`config.mk`:
```
export PLATFORM = sky130hd
export DESIGN_NAME = sliding_window_kalman_smoother_core
export DESIGN_NICKNAME = d
export VERILOG_FILES = /design/src/rtl/core/swks_pkg.sv /design/src/rtl/core/swks_dp.sv /design/src/rtl/core/swks_ctrl.sv /design/src/rtl/core/sliding_window_kalman_smoother_core.sv
export SDC_FILE = /design/constraint.sdc
export NUM_CORES = 2
export LEC_CHECK = 0
export BUFFER_PORTS_ARGS = -buffer_cell sky130_fd_sc_hd__clkbuf_2
export CORE_MARGIN = 8
export CORE_UTILIZATION = 50
export CTS_BUF_LIST = sky130_fd_sc_hd__clkbuf_2 sky130_fd_sc_hd__clkbuf_4 sky130_fd_sc_hd__clkbuf_8
export CTS_CLUSTER_SIZE = 28
export DETAILED_ROUTE_END_ITERATION = 12
export GPL_ROUTABILITY_DRIVEN = 0
export PLACE_DENSITY = 0.66
export SYNTH_ARGS = -nofsm -noshare
export SYNTH_HDL_FRONTEND = slang
export SYNTH_SLANG_ARGS = --single-unit
```
`constraint.sdc`:
```
create_clock -name i_clk -period 11.7 [get_ports i_clk]
set_clock_uncertainty 0.15 [all_clocks]
set_input_delay 2.34 -clock i_clk [delete_from_list [all_inputs] [get_ports i_clk]]
set_output_delay 2.34 -clock i_clk [all_outputs]
set_load 0.005 [all_outputs]
```
`src/rtl/core/swks_pkg.sv`:
```
// Shared types, widths and the gain-table builder for the sliding-window Kalman smoother.
// Used by swks_ctrl, swks_dp and sliding_window_kalman_smoother_core; depends on nothing.

package swks_pkg;

    localparam int WINDOW_MAX_DEF = 32;
    localparam int DATA_W         = 32;
    localparam int GAIN_W         = 16;
    // The estimate and the running difference carry two guard bits over the sample width.
    localparam int EST_W          = 34;

    // Register indexes of the configuration port and the window length after reset.
    localparam logic [1:0] CFG_WINDOW_LENGTH = 2'd0;
    localparam logic [1:0] CFG_MIN_LEVEL     = 2'd1;
    localparam logic [5:0] WINDOW_LENGTH_RST = 6'd8;

    // Commands from the controller to the datapath, at most a few active per cycle.
    typedef struct packed {
        logic load;       // capture the incoming sample
        logic fill_wr;    // priming write of the held sample at the slot index
        logic wr_new;     // write the held sample into the newest slot, rewind the read pointer
        logic rd;         // read the window at the read pointer and advance it
        logic init;       // start a recursion: estimate zero, difference equals first slot
        logic mul;        // multiply difference by gain, form next slot minus estimate
        logic acc;        // update estimate and next difference with the rounded product
        logic out_raw;    // load the output register with the held sample
        logic out_est;    // load the output register with the saturated estimate
        logic shift;      // copy the word just read into the slot below it
    } t_dp_cmd;

    typedef struct packed {
        logic in_ge_min;  // incoming sample is at or above the priming level
    } t_dp_status;

    // floor(num * 2^32 / den) for num < den, by restoring division. Elaboration use only.
    function automatic logic [63:0] f_frac_q32(input logic [63:0] num, input logic [63:0] den);
        logic [63:0] rem;
        logic [63:0] quo;
        int          n;
        rem = num;
        quo = '0;
        for (n = 0; n < 32; n++) begin
            rem = rem << 1;
            quo = quo << 1;
            if (rem >= den) begin
                rem = rem - den;
                quo = quo | 64'd1;
            end
        end
        return quo;
    endfunction

    // Q0.16 gain of one window slot. The Q0.32 gain follows
    // k(i+1) = (k(i) + a) / (k(i) + 1 + a) with a = 1/500, truncated each step,
    // and is rounded to Q0.16 with halves going up.
    function automatic logic [GAIN_W-1:0] f_gain(input int idx);
        logic [63:0] kq;
        logic [63:0] num;
        logic [63:0] den;
        logic [63:0] rnd;
        int          n;
        kq = f_frac_q32(64'd100001, 64'd100501);
        for (n = 0; n < idx; n++) begin
            num = 64'd500 * kq + (64'd1 << 32);
            den = 64'd500 * kq + 64'd501 * (64'd1 << 32);
            kq  = f_frac_q32(num, den);
        end
        rnd = (kq + 64'd32768) >> 16;
        return rnd[GAIN_W-1:0];
    endfunction

endpackage

```
`src/rtl/core/swks_dp.sv`:
```
// Datapath of the smoother: window memory, gain table, multiplier,
// estimate update and output register. Depends on swks_pkg; driven by swks_ctrl.

module swks_dp import swks_pkg::*; #(
    parameter int WINDOW_MAX = WINDOW_MAX_DEF
) (
    input  logic                            i_clk,
    input  t_dp_cmd                         i_cmd,
    input  logic [$clog2(WINDOW_MAX)-1:0]   i_slot,
    input  logic [$clog2(WINDOW_MAX+1)-1:0] i_len,
    input  logic signed [DATA_W-1:0]        i_min_level,
    input  logic signed [DATA_W-1:0]        i_sample,
    output t_dp_status                      o_status,
    output logic signed [DATA_W-1:0]        o_smoothed,
    output logic                            o_passed_raw
);

    localparam int AW = $clog2(WINDOW_MAX);
    localparam int LW = $clog2(WINDOW_MAX + 1);
    localparam int PW = EST_W + GAIN_W + 1;
    localparam logic [AW-1:0] LAST_IDX = AW'(WINDOW_MAX - 1);

    logic [DATA_W-1:0] r_mem [WINDOW_MAX];
    logic [DATA_W-1:0] r_rd;
    logic [DATA_W-1:0] r_sample;
    logic [AW-1:0]     r_raddr;
    logic signed [EST_W-1:0] r_est;
    logic signed [EST_W-1:0] r_diff;
    logic signed [EST_W-1:0] r_xe;
    logic signed [PW-1:0]    r_prod;
    logic signed [DATA_W-1:0] r_smoothed;
    logic                     r_passed;

    logic [GAIN_W-1:0]       w_gain_tab [WINDOW_MAX];
    logic [GAIN_W-1:0]       w_gain;
    logic [LW-1:0]           w_tail;
    logic [AW-1:0]           w_waddr;
    logic [DATA_W-1:0]       w_wdata;
    logic                    w_we;
    logic [AW-1:0]           w_raddr_next;
    logic signed [EST_W-1:0] w_x;
    logic signed [PW-1:0]    w_prod;
    logic signed [PW-1:0]    w_rnd;
    logic signed [EST_W-1:0] w_term;
    logic [DATA_W-1:0]       w_sat;

    for (genvar g = 0; g < WINDOW_MAX; g++) begin : g_gain
        localparam logic [GAIN_W-1:0] GAIN = f_gain(g);
        assign w_gain_tab[g] = GAIN;
    end

    assign w_gain = w_gain_tab[i_slot];

    // Slots keep fixed places. The shift copies each slot down as the recursion reads it,
    // so the newest slot and every slot past it keep their contents.
    assign w_tail       = i_len - LW'(1);
    assign w_raddr_next = (r_raddr == LAST_IDX) ? '0 : (r_raddr + AW'(1));

    assign w_we    = i_cmd.fill_wr || i_cmd.wr_new || i_cmd.shift;
    assign w_waddr = i_cmd.wr_new ? w_tail[AW-1:0] : i_slot;
    assign w_wdata = i_cmd.shift ? r_rd : r_sample;

    always_ff @(posedge i_clk) begin
        if (w_we) begin
            r_mem[w_waddr] <= w_wdata;
        end
        if (i_cmd.rd) begin
            r_rd <= r_mem[r_raddr];
        end
    end

    assign w_x    = {{(EST_W - DATA_W){r_rd[DATA_W-1]}}, r_rd};
    assign w_prod = r_diff * $signed({1'b0, w_gain});
    // Round to nearest with halves up, then floor by taking the upper bits.
    assign w_rnd  = r_prod + PW'(32768);
    assign w_term = w_rnd[16 +: EST_W];

    always_comb begin
        if (r_est[EST_W-1:DATA_W-1] == '0 || r_est[EST_W-1:DATA_W-1] == '1) begin
            w_sat = r_est[DATA_W-1:0];
        end else if (r_est[EST_W-1]) begin
            w_sat = {1'b1, {(DATA_W-1){1'b0}}};
        end else begin
            w_sat = {1'b0, {(DATA_W-1){1'b1}}};
        end
    end

    always_ff @(posedge i_clk) begin
        if (i_cmd.load) begin
            r_sample <= i_sample;
        end
        if (i_cmd.wr_new) begin
            r_raddr <= '0;
        end else if (i_cmd.rd) begin
            r_raddr <= w_raddr_next;
        end
        if (i_cmd.init) begin
            r_est  <= '0;
            r_diff <= w_x;
        end else if (i_cmd.acc) begin
            r_est  <= r_est + w_term;
            r_diff <= r_xe - w_term;
        end
        if (i_cmd.mul) begin
            r_prod <= w_prod;
            r_xe   <= w_x - r_est;
        end
        if (i_cmd.out_raw) begin
            r_smoothed <= r_sample;
            r_passed   <= 1'b1;
        end else if (i_cmd.out_est) begin
            r_smoothed <= w_sat;
            r_passed   <= 1'b0;
        end
    end

    assign o_status.in_ge_min = (i_sample >= i_min_level);
    assign o_smoothed         = r_smoothed;
    assign o_passed_raw       = r_passed;

endmodule

```
`src/rtl/core/swks_ctrl.sv`:
```
// Controller of the smoother: handshakes, priming flag, slot counter and the
// sequence of datapath commands. Depends on swks_pkg; drives swks_dp.

module swks_ctrl import swks_pkg::*; #(
    parameter int WINDOW_MAX = WINDOW_MAX_DEF
) (
    input  logic                            i_clk,
    input  logic                            i_rst_n,
    input  logic                            i_in_valid,
    output logic                            o_in_stall,
    output logic                            o_out_valid,
    input  logic                            i_out_stall,
    input  logic [$clog2(WINDOW_MAX+1)-1:0] i_len,
    input  t_dp_status                      i_status,
    output t_dp_cmd                         o_cmd,
    output logic [$clog2(WINDOW_MAX)-1:0]   o_slot
);

    localparam int AW = $clog2(WINDOW_MAX);
    localparam int LW = $clog2(WINDOW_MAX + 1);

    typedef enum logic [3:0] {
        ST_IDLE,
        ST_FILL,
        ST_PASS,
        ST_WR,
        ST_RD0,
        ST_PRE,
        ST_MUL,
        ST_ACC,
        ST_FIN
    } t_state;

    t_state        r_state;
    logic [AW-1:0] r_cnt;
    logic          r_primed;
    logic          r_out_vld;

    logic w_in_acc;
    logic w_out_free;
    logic w_last;
    logic w_fill_last;

    assign o_in_stall  = (r_state != ST_IDLE);
    assign o_out_valid = r_out_vld;
    assign o_slot      = r_cnt;
    assign w_in_acc    = i_in_valid && !o_in_stall;
    assign w_out_free  = !r_out_vld || !i_out_stall;
    assign w_last      = (LW'(r_cnt) == (i_len - LW'(1)));
    assign w_fill_last = (LW'(r_cnt) == (i_len - LW'(2)));

    always_comb begin
        o_cmd = '0;
        unique case (r_state)
            ST_IDLE: o_cmd.load    = w_in_acc;
            ST_FILL: o_cmd.fill_wr = 1'b1;
            ST_PASS: o_cmd.out_raw = w_out_free;
            ST_WR:   o_cmd.wr_new  = 1'b1;
            ST_RD0:  o_cmd.rd      = 1'b1;
            ST_PRE: begin
                o_cmd.rd   = 1'b1;
                o_cmd.init = 1'b1;
            end
            ST_MUL: begin
                o_cmd.mul   = 1'b1;
                o_cmd.shift = !w_last;
            end
            ST_ACC: begin
                o_cmd.acc = 1'b1;
                o_cmd.rd  = !w_last;
            end
            ST_FIN:  o_cmd.out_est = w_out_free;
            default: o_cmd = '0;
        endcase
    end

    always_ff @(posedge i_clk) begin
        if (!i_rst_n) begin
            r_state   <= ST_IDLE;
            r_cnt     <= '0;
            r_primed  <= 1'b0;
            r_out_vld <= 1'b0;
        end else begin
            if (o_cmd.out_raw || o_cmd.out_est) begin
                r_out_vld <= 1'b1;
            end else if (!i_out_stall) begin
                r_out_vld <= 1'b0;
            end
            unique case (r_state)
                ST_IDLE: begin
                    if (w_in_acc) begin
                        r_cnt <= '0;
                        if (r_primed) begin
                            r_state <= ST_WR;
                        end else if (i_status.in_ge_min) begin
                            r_primed <= 1'b1;
                            r_state  <= ST_FILL;
                        end else begin
                            r_state <= ST_PASS;
                        end
                    end
                end
                ST_FILL: begin
                    r_cnt <= r_cnt + AW'(1);
                    if (w_fill_last) begin
                        r_state <= ST_PASS;
                    end
                end
                ST_PASS: begin
                    if (w_out_free) begin
                        r_state <= ST_IDLE;
                    end
                end
                ST_WR:  r_state <= ST_RD0;
                ST_RD0: r_state <= ST_PRE;
                ST_PRE: begin
                    r_cnt   <= '0;
                    r_state <= ST_MUL;
                end
                ST_MUL: r_state <= ST_ACC;
                ST_ACC: begin
                    if (w_last) begin
                        r_state <= ST_FIN;
                    end else begin
                        r_cnt   <= r_cnt + AW'(1);
                        r_state <= ST_MUL;
                    end
                end
                ST_FIN: begin
                    if (w_out_free) begin
                        r_state <= ST_IDLE;
                    end
                end
                default: r_state <= ST_IDLE;
            endcase
        end
    end

    a_slot_in_window: assert property (@(posedge i_clk) disable iff (!i_rst_n)
        (r_state == ST_MUL || r_state == ST_ACC) |-> (LW'(r_cnt) < i_len))
        else $error("slot counter ran past the window length");

    a_out_no_overwrite: assert property (@(posedge i_clk) disable iff (!i_rst_n)
        (o_cmd.out_raw || o_cmd.out_est) |-> (!r_out_vld || !i_out_stall))
        else $error("output register loaded while a stalled result was still held");

    a_primed_sticky: assert property (@(posedge i_clk) disable iff (!i_rst_n)
        $past(i_rst_n) |-> !$fell(r_primed))
        else $error("primed flag cleared outside reset");

    a_filter_only_primed: assert property (@(posedge i_clk) disable iff (!i_rst_n)
        (r_state == ST_WR) |-> r_primed)
        else $error("filter pass started before the window was primed");

endmodule

```
`src/rtl/core/sliding_window_kalman_smoother_core.sv`:
```
// Top level of the sliding-window scalar Kalman smoother: configuration registers,
// window-length clamp, controller and datapath. Depends on swks_pkg, swks_ctrl, swks_dp.
//
//   Channel  Direction  Handshake                 Payload
//   in       sink       i_in_valid / o_in_stall   i_sample
//   out      source     o_out_valid / i_out_stall o_smoothed, o_passed_raw
//   cfg      sink       i_cfg_we (no wait)        i_cfg_index, i_cfg_data
//
// A filtered beat steps through ST_WR, ST_RD0, ST_PRE, then ST_MUL and ST_ACC for each
// slot of the clamped window length, and ST_FIN, which loads the output register once it
// is free; each slot goes through the single shared multiplier and then the estimate
// update that depends on it. A pass-through beat loads the output register in ST_PASS and
// the priming beat does so after ST_FILL has written all but the newest slot. Either way
// the next beat is taken only once the controller is back in ST_IDLE.
// Reset is synchronous and active low; it clears the priming flag and the handshakes,
// and the window memory is left as it is; priming fills it before the first filter pass.
// The output register holds a finished result under i_out_stall while the next input
// beat is taken; a further result waits in the controller until that register is free.

module sliding_window_kalman_smoother_core import swks_pkg::*; #(
    parameter int WINDOW_MAX = WINDOW_MAX_DEF
) (
    input  logic                     i_clk,
    input  logic                     i_rst_n,
    input  logic                     i_in_valid,
    output logic                     o_in_stall,
    input  logic signed [DATA_W-1:0] i_sample,
    output logic                     o_out_valid,
    input  logic                     i_out_stall,
    output logic signed [DATA_W-1:0] o_smoothed,
    output logic                     o_passed_raw,
    input  logic                     i_cfg_we,
    input  logic [1:0]               i_cfg_index,
    input  logic [DATA_W-1:0]        i_cfg_data
);

    localparam int AW = $clog2(WINDOW_MAX);
    localparam int LW = $clog2(WINDOW_MAX + 1);
    localparam int CW = (LW > 6) ? LW : 6;

    logic [5:0]               r_window_length;
    logic signed [DATA_W-1:0] r_min_level;

    logic [CW-1:0] w_wl_ext;
    logic [LW-1:0] w_len;
    t_dp_cmd       w_cmd;
    t_dp_status    w_status;
    logic [AW-1:0] w_slot;

    // Writes to an index beyond the two registers are dropped.
    always_ff @(posedge i_clk) begin
        if (!i_rst_n) begin
            r_window_length <= WINDOW_LENGTH_RST;
            r_min_level     <= '0;
        end else if (i_cfg_we) begin
            unique case (i_cfg_index)
                CFG_WINDOW_LENGTH: r_window_length <= i_cfg_data[5:0];
                CFG_MIN_LEVEL:     r_min_level     <= i_cfg_data;
                default: ;
            endcase
        end
    end

    // The programmed length is clamped to the range the window memory supports.
    assign w_wl_ext = CW'(r_window_length);

    always_comb begin
        if (w_wl_ext < CW'(2)) begin
            w_len = LW'(2);
        end else if (w_wl_ext > CW'(WINDOW_MAX)) begin
            w_len = LW'(WINDOW_MAX);
        end else begin
            w_len = LW'(w_wl_ext);
        end
    end

    swks_ctrl #(
        .WINDOW_MAX (WINDOW_MAX)
    ) u_ctrl (
        .i_clk       (i_clk),
        .i_rst_n     (i_rst_n),
        .i_in_valid  (i_in_valid),
        .o_in_stall  (o_in_stall),
        .o_out_valid (o_out_valid),
        .i_out_stall (i_out_stall),
        .i_len       (w_len),
        .i_status    (w_status),
        .o_cmd       (w_cmd),
        .o_slot      (w_slot)
    );

    swks_dp #(
        .WINDOW_MAX (WINDOW_MAX)
    ) u_dp (
        .i_clk        (i_clk),
        .i_cmd        (w_cmd),
        .i_slot       (w_slot),
        .i_len        (w_len),
        .i_min_level  (r_min_level),
        .i_sample     (i_sample),
        .o_status     (w_status),
        .o_smoothed   (o_smoothed),
        .o_passed_raw (o_passed_raw)
    );

endmodule

```
Yosys cells after proc, flatten, opt, wreduce, memory -nomap -nowiden
Memory sizes are Yosys's and may differ from the RTL's. A register that Yosys moved wholly into a read port is not among the register bits.
Cells that the tools add are included.
Widths: inputs -> output; s select.
Storage, ports and cells
  memories: 2
  input bits: 71
  latch bits: 0
  word-level logic and storage cells: 111
  ROM bits: 512
  output and inout port bits: 35
  RAM bits: 1024
  bits in registers: 271
Memory list
  u_dp.r_mem: words 32, width 32, rd ports 1, clocked after Yosys merged registers in 1, write ports 1, RTL line swks_dp.sv:23  | logic [DATA_W-1:0] r_mem [WINDOW_MAX];
  (name not given): words 32, width 16, rd ports 1, clocked after Yosys merged registers in 0, write ports 0, RTL line swks_dp.sv:52  | assign w_gain = w_gain_tab[i_slot];
Operators by class
  mux-type cells: 39
  magnitude comparators: 4
  reduce and logical (&&, ||, !) cells: 24
  equality and inequality tests: 18
  multipliers: 1
  add/subtract/negate cells: 8
  div/mod/pow operators: 0
  shifts and indexed selects: 0
  bitwise logic cells: 1
Operators by type and width (count)
  $mux 32: 5
  $mux 34: 2
  $add 50x17->50 const B: 1
  $mul 34x17->50: 1
  $add 34x34->34: 1
  $sub 32x34->34: 1
  $sub 34x34->34: 1
  $ge 32x32->1: 1
  $mux 16: 2
  $pmux 4 s8: 1
  $mux 4: 5
  $mux 5: 4
  $pmux 5 s4: 1
  $eq 4x3->1 const B: 4
  $mux 1: 15
  $eq 5x6->1: 2
  $mux 6: 2
  $add 5x1->5 const B: 2
  $eq 4x2->1 const B: 2
  $ne 2x1->1 const B: 4
  $reduce_bool 4->1: 2
  $ge 6x6->1 const B: 1
  $gt 6x6->1 const B: 1
  $lt 6x2->1 const B: 1
  other kinds (21): 33

Longest topological paths before layout
  depth after elaboration: 10
  mapped depth: 32
  gate-level depth less buffers: 30

Modules after synthesis
From an unflattened synthesis, not the netlist that was laid out.
Unflattened totals
  cells, all modules: 5501
  area, all modules: 75602.5 um^2
By module, submodules not included
  swks_dp: cells each 5194, times used 1, seq. area each 37526.0 um^2, area each 72967.5 um^2
  sliding_window_kalman_smoother_core: cells each 170, times used 1, seq. area each 760.7 um^2, area each 1589.0 um^2
  swks_ctrl: cells each 137, times used 1, seq. area each 220.2 um^2, area each 1046.0 um^2

Worst setup path before layout
No wires, ideal clock.
  path type: register to register
  start: register u_ctrl.r_cnt[1] (netlist: u_ctrl.o_slot[1])
  end: register u_dp.r_prod[37], data pin
  arrival: 7.989 ns
  setup time: 0.262 ns
  stages on the path, launching flop included: 30
  period minus slack after synthesis: 8.401 ns
  setup slack: 3.299 ns
  path buffers: 3
  cell sequence: dfxtp_1 clkbuf_1 inv_1 ha_1 clkbuf_1 mux4_2 o21ai_0 clkbuf_1 nor2b_1 fa_1 inv_1 fa_1 fa_1 inv_1 fa_1 fa_1 inv_1 fa_1 inv_1 ha_1 a21o_1 a21oi_1 o21ai_1 a31o_2 a21o_1 o311a_1 or3_1 a31oi_1 o21ai_1 xor2_1
Between the ends
  cells in the longest elaborated chain, start to end: 5
RTL lines
  start, declared: RTL line swks_ctrl.sv:35  | logic [AW-1:0] r_cnt;
  start signal, assigned: RTL line swks_ctrl.sv:104  | r_cnt <= r_cnt + AW'(1);
  start signal, assigned: RTL line swks_ctrl.sv:125  | r_cnt <= r_cnt + AW'(1);
  $not 5->6 (not written as such): RTL line swks_dp.sv:52
  $mem_v2 32x16
  $mux 16 (not written as such) (2 in a row): RTL line swks_dp.sv:52
  $mul 34x17->50: RTL line swks_dp.sv:73  | assign w_prod = r_diff * $signed({1'b0, w_gain});
  net u_dp.w_prod[37]: RTL line swks_dp.sv:42  | logic signed [PW-1:0] w_prod;
  end signal, assigned: RTL line swks_dp.sv:105  | r_prod <= w_prod;
  end, declared: RTL line swks_dp.sv:30  | logic signed [PW-1:0] r_prod;
The timed path passes the listed nets, and every way through them passes these cells. The select of a mux whose other input is x is not followed.
A chain may end at the register's enable or synchronous reset.

Final worst setup path
  start: register u_ctrl.r_cnt[1] (netlist: u_ctrl.o_slot[1])
  end: register u_dp.r_prod[49], data pin
Same word-level chain as after synthesis.

==> reports/results.txt <==
Max Buffers Root-to-Sink - 3
Die area - 162000 µm²
WP data arrival - 10.22 ns
Tcrit/Tclk final - 83.4%
Post-layout util - 54.8%
Root Driver - clkbuf_8
Post-synthesis adder-cell area fraction - 18.1%
Reg2reg end - u_dp.r_prod[49]$_DFFE_PP_
Wire per inst - 25.3 µm
CTS sink count - 1312
Synth area leader - edfxtp_1
Worst rel slew slack - 10.9%
Final setup fails - 0
Max-slew violations - 0
P&R area growth vs syn - 9.34%
Port buffer count - 105
Fin. Hold Viols - 0
Async S/R FF share, synth - 0%
Syn_nets - 6273
Syn Area/Cell - 13.8 µm²
Clock Latency Late Sink - 0.88 ns
First-pass GRT wire length - 295000 µm
Mux cell area share after synthesis - 10.8%
Worst Setup SP - u_ctrl.o_slot[1]$_SDFFE_PN0P_
Unrepaired setup endpoints after global routing - no
Number of enable flip-flop cells after synthesis - 1223
Status - finished, final reports clean
Number of antenna violations at the first check in global routing - 14
Hold Buf Count CTS - 0
Via count - 44771
HP Class - flip-flop to flip-flop
Dominant synthesized flop cell - edfxtp_1
CP Class - flip-flop to flip-flop
Hold Path Stages - 2
Max stage delay on crit path - 0.90 ns
Sequential area share after synthesis - 51.5%
TritonCTS clock tree - yes
Slowest-stage cell, CP - dfxtp_1
Distinct cells, synth - 87
Final ANT Viol Nets - 0
Total of max-cap violations - 0
Initial DRC count - 4174
Crit Reg-Reg Startpoint - u_ctrl.o_slot[1]$_SDFFE_PN0P_
CTS Buf Count - 198
R2R setup slack - 1.94 ns
Layout cells sized above 1 - 16.3%
Total core area - 149000 µm²
Synth Area in Simple Gates - 7.47%
Hpwl dp - 125000 µm
Endpoint class of the critical path - flip-flop
Largest net degree at the start of global routing - 114
Clk slew on worst S/H paths - 0.06 ns
Required @ worst endpoint - 12.16 ns
Top cell type's share of synthesized area - 49.1%
Synth Area in Compound Gates - 5.14%
Synth warn - 0
Mapped Area - 74700 µm²
CTS resizes - 0
Slew @ Worst Pin - 1.34 ns
Final Critical Period - 9.76 ns
Most numerous cell in the Yosys netlist - edfxtp_1
Final TNS setup - 0 ns
Peak fanout along the critical path - 40
Post-synth top cells - 1223 x edfxtp_1, 736 x inv_1, 583 x nand2_1, 513 x fa_1, 321 x mux4_2
Vias in the first global route - 46919
Drt total wl - 195000 µm
Post-synthesis xor/xnor area fraction - 2.03%
R2R depth - 28
Remaining Overflow, GRT - 0
Vias per std cell - 5.82
Max frequency - 102 MHz
First-pass iteration count of the detailed router - 5
GRT Total Usage - 24.1%
Final net count - 6419
Initial core utilization - 50.1%
Cell count after synthesis - 5429
Residual DRC - 0
Number of cell rows - 142
Postcts setup bufs - 0
Most frequent CP cell - fa_1
Worst Hold Launch - r_min_level[31]$_SDFFE_PN0P_
Hold Path End - r_min_level[31]$_SDFFE_PN0P_
Largest cells by area after synthesis - edfxtp_1 49%, fa_1 14%, mux4_2 9.7%
Die X - 403 µm
Largest family of logic cells by synthesized area - adder cells
Worst setup SP type - flip-flop
Die Ht - 403 µm
#FFs+latches synth - 1312
I/O pins - 106
H-tree depth - 4
worst max-delay path by stage:
stage | to | cells after the start | slack [ns]
after floorplan | u_dp.r_prod[37]$_DFFE_PP_ | 29 | 3.30
after global placement | u_dp.r_prod[49]$_DFFE_PP_ | 28 | 2.25
after detailed placement | u_dp.r_prod[49]$_DFFE_PP_ | 28 | 1.97
after CTS | u_dp.r_prod[49]$_DFFE_PP_ | 28 | 1.94
after global routing | u_dp.r_prod[49]$_DFFE_PP_ | 28 | 1.49
final | u_dp.r_prod[49]$_DFFE_PP_ | 28 | 1.94
cell usage in the layout, fill, tap and decap left out, types with 100 or more instances in the layout:
cell      instances
nand2_1         583
ha_1            260
edfxtp_1       1223
clkbuf_2        105
xnor2_1         106
nor2_1          154
o21ai_0         110
and2_1          100
a21oi_1         133
fa_1            513
inv_1           735
clkbuf_8        203
mux4_2          321
state kept, by name, indices dropped and copies added, names as in the netlist:
register	flops
u_dp.r_raddr	5
u_ctrl.o_slot	5
u_ctrl.r_primed	1
u_dp.r_xe	34
u_dp.r_mem	1024
u_dp.r_rd	32
u_dp.o_passed_raw	1
u_ctrl.r_state	4
r_window_length	6
u_dp.r_diff	34
u_dp.o_smoothed	32
u_ctrl.o_out_valid	1
r_min_level	32
u_dp.r_sample	32
u_dp.r_est	34
u_dp.r_prod	35
layout make-up:
cell class / instances / area [µm²]
Fill cell: 12093 / 67400
Sequential cell: 1312 / 38500
Multi-Input combinational cell: 3143 / 32900
Clock buffer: 277 / 3350
Inverter: 737 / 2770
Tap cell: 1944 / 2430
Timing Repair Buffer: 183 / 1140
Clock inverter: 87 / 536
Antenna cell: 9 / 22.5
critical path, delay by kind of cell (launching register included):
family,cells,cell delay [ns]
adders and majority gates,8,3.64
AOI/OAI and AO/OA,10,2.79
buffers and inverters,7,1.24
DFF,1,0.90
muxes,1,0.51
xor gates and xnor gates,1,0.14
and+or+nand+nor,1,0.11
stage by stage:
stage	std cells	instance area, µm²	hold WS [ns]	setup slack (ns)
6_report	7692	81700	0.315	1.94
5_1_grt	7685	81700	0.334	1.49
3_5_place_dp	7319	77800	0.309	1.97
2_1_floorplan	5429	74700	0.293	3.30
4_1_cts	7683	81700	0.318	1.94
3_3_place_gp	7319	77800	0.305	2.25
routing by layer:
layer	up-vias	track usage, %	wire [µm]
met5	-	0	53
li1	19437	-	-
met3	342	5.04	16800
met4	10	7.11	5400
met2	1865	40.0	95100
met1	23117	32.3	77500
kinds of logic after synthesis:
group,Yosys count
compound gates,594
xor+xnor,173
fa+ha+maj,773
buf+inv,974
flops,1312
mux,400
simple gates,1203
Power is not shown: default switching activity piles up to over one toggle a cycle in this logic, so the estimate is an artifact.
